<file path="src/sv/aesbc_ram.sv">
// ----------------------------------------------------------------------------
// aesbc_ram
// generic single write port ram with one registered read port
// ----------------------------------------------------------------------------
module aesbc_ram #(
    parameter int unsigned WIDTH = 128,
    parameter int unsigned DEPTH = 15
) (
    input  logic                     i_clk,
    input  logic                     i_we,
    input  logic [$clog2(DEPTH)-1:0] i_waddr,
    input  logic [WIDTH-1:0]         i_wdata,
    input  logic [$clog2(DEPTH)-1:0] i_raddr,
    output logic [WIDTH-1:0]         o_rdata
);

    logic [WIDTH-1:0] r_mem [DEPTH];
    logic [WIDTH-1:0] r_rdata;

    always_ff @(posedge i_clk) begin
        if (i_we) begin
            r_mem[i_waddr] <= i_wdata;
        end
        r_rdata <= r_mem[i_raddr];
    end

    assign o_rdata = r_rdata;

endmodule

</file>
<file path="config.mk">
export PLATFORM = sky130hd
export DESIGN_NAME = aesbc_ram
export DESIGN_NICKNAME = d
export VERILOG_FILES = /design/src/sv/aesbc_ram.sv
export SDC_FILE = /design/constraint.sdc
export NUM_CORES = 2
export LEC_CHECK = 0
export BUFFER_PORTS_ARGS = -buffer_cell sky130_fd_sc_hd__buf_2
export CORE_UTILIZATION = 34
export DETAILED_ROUTE_END_ITERATION = 6
export PLACE_DENSITY = 0.53
export SLEW_MARGIN = 0
export SYNTH_ARGS = -nofsm -noshare
export SYNTH_HDL_FRONTEND = slang
export SYNTH_SLANG_ARGS = --single-unit
</file>
<file path="constraint.sdc">
create_clock -name i_clk -period 15.04 [get_ports i_clk]
set_input_delay 0.752 -clock i_clk [delete_from_list [all_inputs] [get_ports i_clk]]
set_output_delay 0.752 -clock i_clk [all_outputs]
set_load 0.05 [all_outputs]
</file>
* After elaboration in Yosys (flattened, before gate mapping)
Memory sizes are Yosys's and may differ from the RTL's. A register that Yosys moved wholly into a read port is not among the register bits.
Cells that the tools add are included.
** Cells by class
- Mux-type cells :: 2
** Operator list (number)
- 2-to-1 mux 1 bit :: 2
** Word-level totals
- Bits in registers :: 0
- Bits in writable memories :: 1920
- Input port bits :: 138
- Output and inout port bits :: 128
- Word-level logic and storage cells :: 3
- Memories kept :: 1
** Memory list
- r_mem :: depth 15, width 128, rd ports 1, clocked after memory_dff 1, wr ports 1, RTL line 17 : logic [WIDTH-1:0] r_mem [DEPTH];

* Logic depth before layout (Yosys ltp)
- Depth after elaboration :: 2
- Mapped depth :: 8
- Mapped depth without buffers :: 4

* Least setup slack after synthesis
Ideal clock, no wire load.
- Kind :: input-to-reg
- From :: input i_waddr[2]
- To :: memory r_mem[0][0], enable pin
- Library setup time :: 774 ps
- Arrival :: 9905 ps
- Required time :: 14266 ps
- Setup slack :: 4361 ps
- Cell stages on the path :: 2
- Path buffers :: 0
- Cell sequence :: or3b_2 nor3_1
** RTL lines
- start: declaration :: RTL line 11 : input logic [$clog2(DEPTH)-1:0] i_waddr,
- end: declaration :: RTL line 17
Straight into the memory's write port.

==> run summary <==
status -> completed
Setup Buffers After CTS -> 0
fmax -> 263 MHz
Worst path max stage delay -> 0.80 ns
Worst Tran Pin Value -> 1.10 ns
row count -> 172
pre-CTS setup slack -> 10.29 ns
Inserted Clock Buffers -> 207
Initial Util -> 34.3%
top cells by area, synth -> edfxtp_1 (76%), mux4_2 (8.0%), mux2i_1 (4.8%)
P per Cell Area -> 141 nW/um^2
Mean Syn Cell Area -> 20.5 um^2
CTS resizes -> 0
area leader, netlist -> edfxtp_1
worst hold stages -> 1
CTS tree -> built
DR DRC count -> 0
routability cong. -> 0.706
Hold WC Path Type -> input port to flip-flop
mux cell area share after synthesis -> 12.7%
grt total ovfl -> 0
Die X -> 474 um
cell mode on critical path -> buf_4
main combinational cell family by area after synthesis -> multiplexers
number of global-route vias before repair -> 37626
first-pass GRT wire length -> 274000 um
syn nets -> 3820
total of max-cap violations -> 0
crit path time final -> 3.81 ns
die area -> 224000 um^2
Reg clk slew, reported paths -> 0.06 ns
Final Cycle Share -> 25.3%
WL/cell -> 26.9 um
Chip Height -> 474 um
largest net degree at the start of global routing -> 120
Mapped Cells -> 3682
count of state elements after synthesis -> 2048
CP Class -> input port to flip-flop
Leak -> 28.5 nW
worst path buffer plus inverter count -> 4
DRT iter0 DRCs -> 2817
post-synthesis compound-gate area fraction -> 4.15%
Hold Buf Count CTS -> 0
Hold Path End -> r_mem[13][119]
CTS HTree Levels -> 4
Worst path top cell family by delay -> buffers and inverters
VDD IR-drop max -> 0.113 mV
Final HPWL DP -> 98300 um
relative slew slack -> 27.0%
critical path peak fanout -> 60
port bufs -> 265
I/O pins -> 266
worst reg2reg endpoint -> o_rdata[25]
fin. max-slew vios -> 0
sequential share of the synthesized area -> 79.6%
Clock Sinks -> 2048
P&R area growth vs syn -> 15.3%
yosys synthesis warning count -> 0
internal reg-to-reg setup slack -> 13.56 ns
initial antenna violation count -> 60
WP data arrival -> 4.51 ns
RSZ-0062 raised after global routing -> false
Hold Crit Start -> i_wdata[119]
Global Route Usage Sum -> 17.0%
Setup Viol. Count Final -> 0
Worst Path Required -> 15.74 ns
DRT antenna net count -> 0
CORE AREA -> 220000 um^2
WL final -> 193000 um
area of the mapped netlist -> 75700 um^2
CP Depth -> 7
FILL cells -> 19896
share of the synthesized area in the top cell type -> 76.2%
crit start category -> input port
Slowest cell on crit path -> buf_4
Critical Path End Type -> flip-flop
Worst Skew -> 0.0705 ns
drt pass-1 iters -> 5
Post-Synth Simple-Gate Area -> 1.92%
Worst R2R Start -> r_mem[7][25]
post-route setup slack -> 11.23 ns
Synth cell types -> 31
ratio of cells with drive above 1 in the final layout -> 22.4%
Cell Chain, Critical Path -> buf_8 -> buf_4 -> buf_4 -> buf_4 -> mux4_2 -> a22oi_1 -> o21ai_1
maximum clock path buffer count -> 3
Post-Synth Adder-Cell Area -> 0%
DR vias -> 36650
R2R cell count -> 3
nets -> 4164
Via-to-Cell Ratio -> 5.11
final hold viol count -> 0
CTS root buf -> clkbuf_16
XOR/XNOR share of the synthesized area -> 0%
Setup TNS -> 0 ns
clk_lat worst skew -> 0.86 ns
[placed cells by master, fill, tap and decap left out, types with 3 or more instances in the layout]
cell,netlist,routed
buf_2,55,262
diode_2,0,13
bufinv_16,0,15
clkinv_1,1,26
clkinv_2,0,34
nand2b_1,122,120
mux2i_1,360,360
dfxtp_1,128,128
clkbuf_8,0,28
o21ai_1,103,103
nor2_1,31,16
o22ai_1,116,116
edfxtp_1,1920,1920
mux4_2,268,268
o21ai_0,13,13
buf_12,0,7
a22oi_1,128,128
buf_8,0,3
o211ai_1,12,12
clkbuf_16,0,207
buf_4,50,70
nor3_2,0,4
a21oi_1,12,12
clkbuf_1,69,60
inv_6,0,4
a31oi_1,116,116
nor2_4,0,14
nand2_1,130,130
clkinvlp_4,0,3
clkinv_16,0,7
inv_16,0,4
[stage by stage]
step                hold WS [ns]  cells  cell area, um^2  utilization [%]  total power [W]
floorplan                  0.520   3682            75700                -          0.00701
finish                     0.266   7179            87300             39.6           0.0123
global placement           0.550   6775            80300             36.5          0.00729
CTS                        0.192   7166            87200             39.6           0.0124
global route               0.221   7171            87200             39.6           0.0127
detailed placement         0.543   6775            80300             36.5          0.00729
[state kept, by name, indices dropped and copies added (netlist names)]
name,count
r_mem,1920
o_rdata,128
[routing by layer]
layer / vias up / track usage, % / wire, um
met4: 40 / 4.18 / 3770
met5: - / 0 / 262
li1: 15805 / - / -
met1: 19545 / 22.2 / 81400
met2: 967 / 28.7 / 96500
met3: 293 / 3.62 / 11300
[cells by family (layout without fill, tap and decap cells)]
kind of cell           Yosys count  in the layout
buffers and inverters          210            736
AND/OR/NAND/NOR                296            296
flip-flops                    2048           2048
multiplexers                   628            628
AO/OA/AOI/OAI                  500            500
other                            0             13
[Yosys cell counts]
cell type and instances:
nor2_1 31, inv_1 1, nand2b_1 122, a31oi_1 116, buf_2 55, mux2i_1 360
dfxtp_1 128, o21ai_0 13, or3b_2 1, nor3_1 4, a22oi_1 128, o211ai_1 12
buf_1 11, o21ai_1 103, clkbuf_1 69, and2b_1 1, buf_4 50, nand2_1 130
nor2b_1 1, or2_2 1, nand3_1 1, clkinv_1 1, edfxtp_1 1920, a21oi_1 12
or2_1 1, nor2_2 1, o22ai_1 116, nand3b_1 2, mux4_2 268, buf_6 22
inv_2 1
[layout make-up]
type | count | area, um^2 | share of cell area (%)
Antenna cell | 13 | 32.5 | 0.0373
Clock buffer | 295 | 5790 | 6.64
Clock inverter | 96 | 1110 | 1.27
Tap cell | 2958 | 3700 | 4.24
Multi-Input combinational cell | 1424 | 14400 | 16.5
Timing Repair Buffer | 342 | 2020 | 2.32
Inverter | 3 | 18.8 | 0.0215
Sequential cell | 2048 | 60200 | 69.0
[worst max path at each step]
| stage | slack [ns] | start | endpoint |
|---|---|---|---|
| after CTS | 11.20 | i_raddr[0] | o_rdata[58] |
| after global routing | 10.94 | i_raddr[0] | o_rdata[58] |
| after floorplan | 4.36 | i_waddr[2] | r_mem[0][0] |
| after global placement | 10.30 | i_raddr[0] | o_rdata[63] |
| after detailed placement | 10.29 | i_raddr[0] | o_rdata[58] |
| final | 11.23 | i_raddr[0] | o_rdata[58] |
[where the power goes]
part | switching [W] | internal, W
sequential | 0.0000574 | 0.00638
clock | 0.00220 | 0.00296
combinational | 0.000507 | 0.000213
No activity file was read; power rests on OpenSTA's default activity.
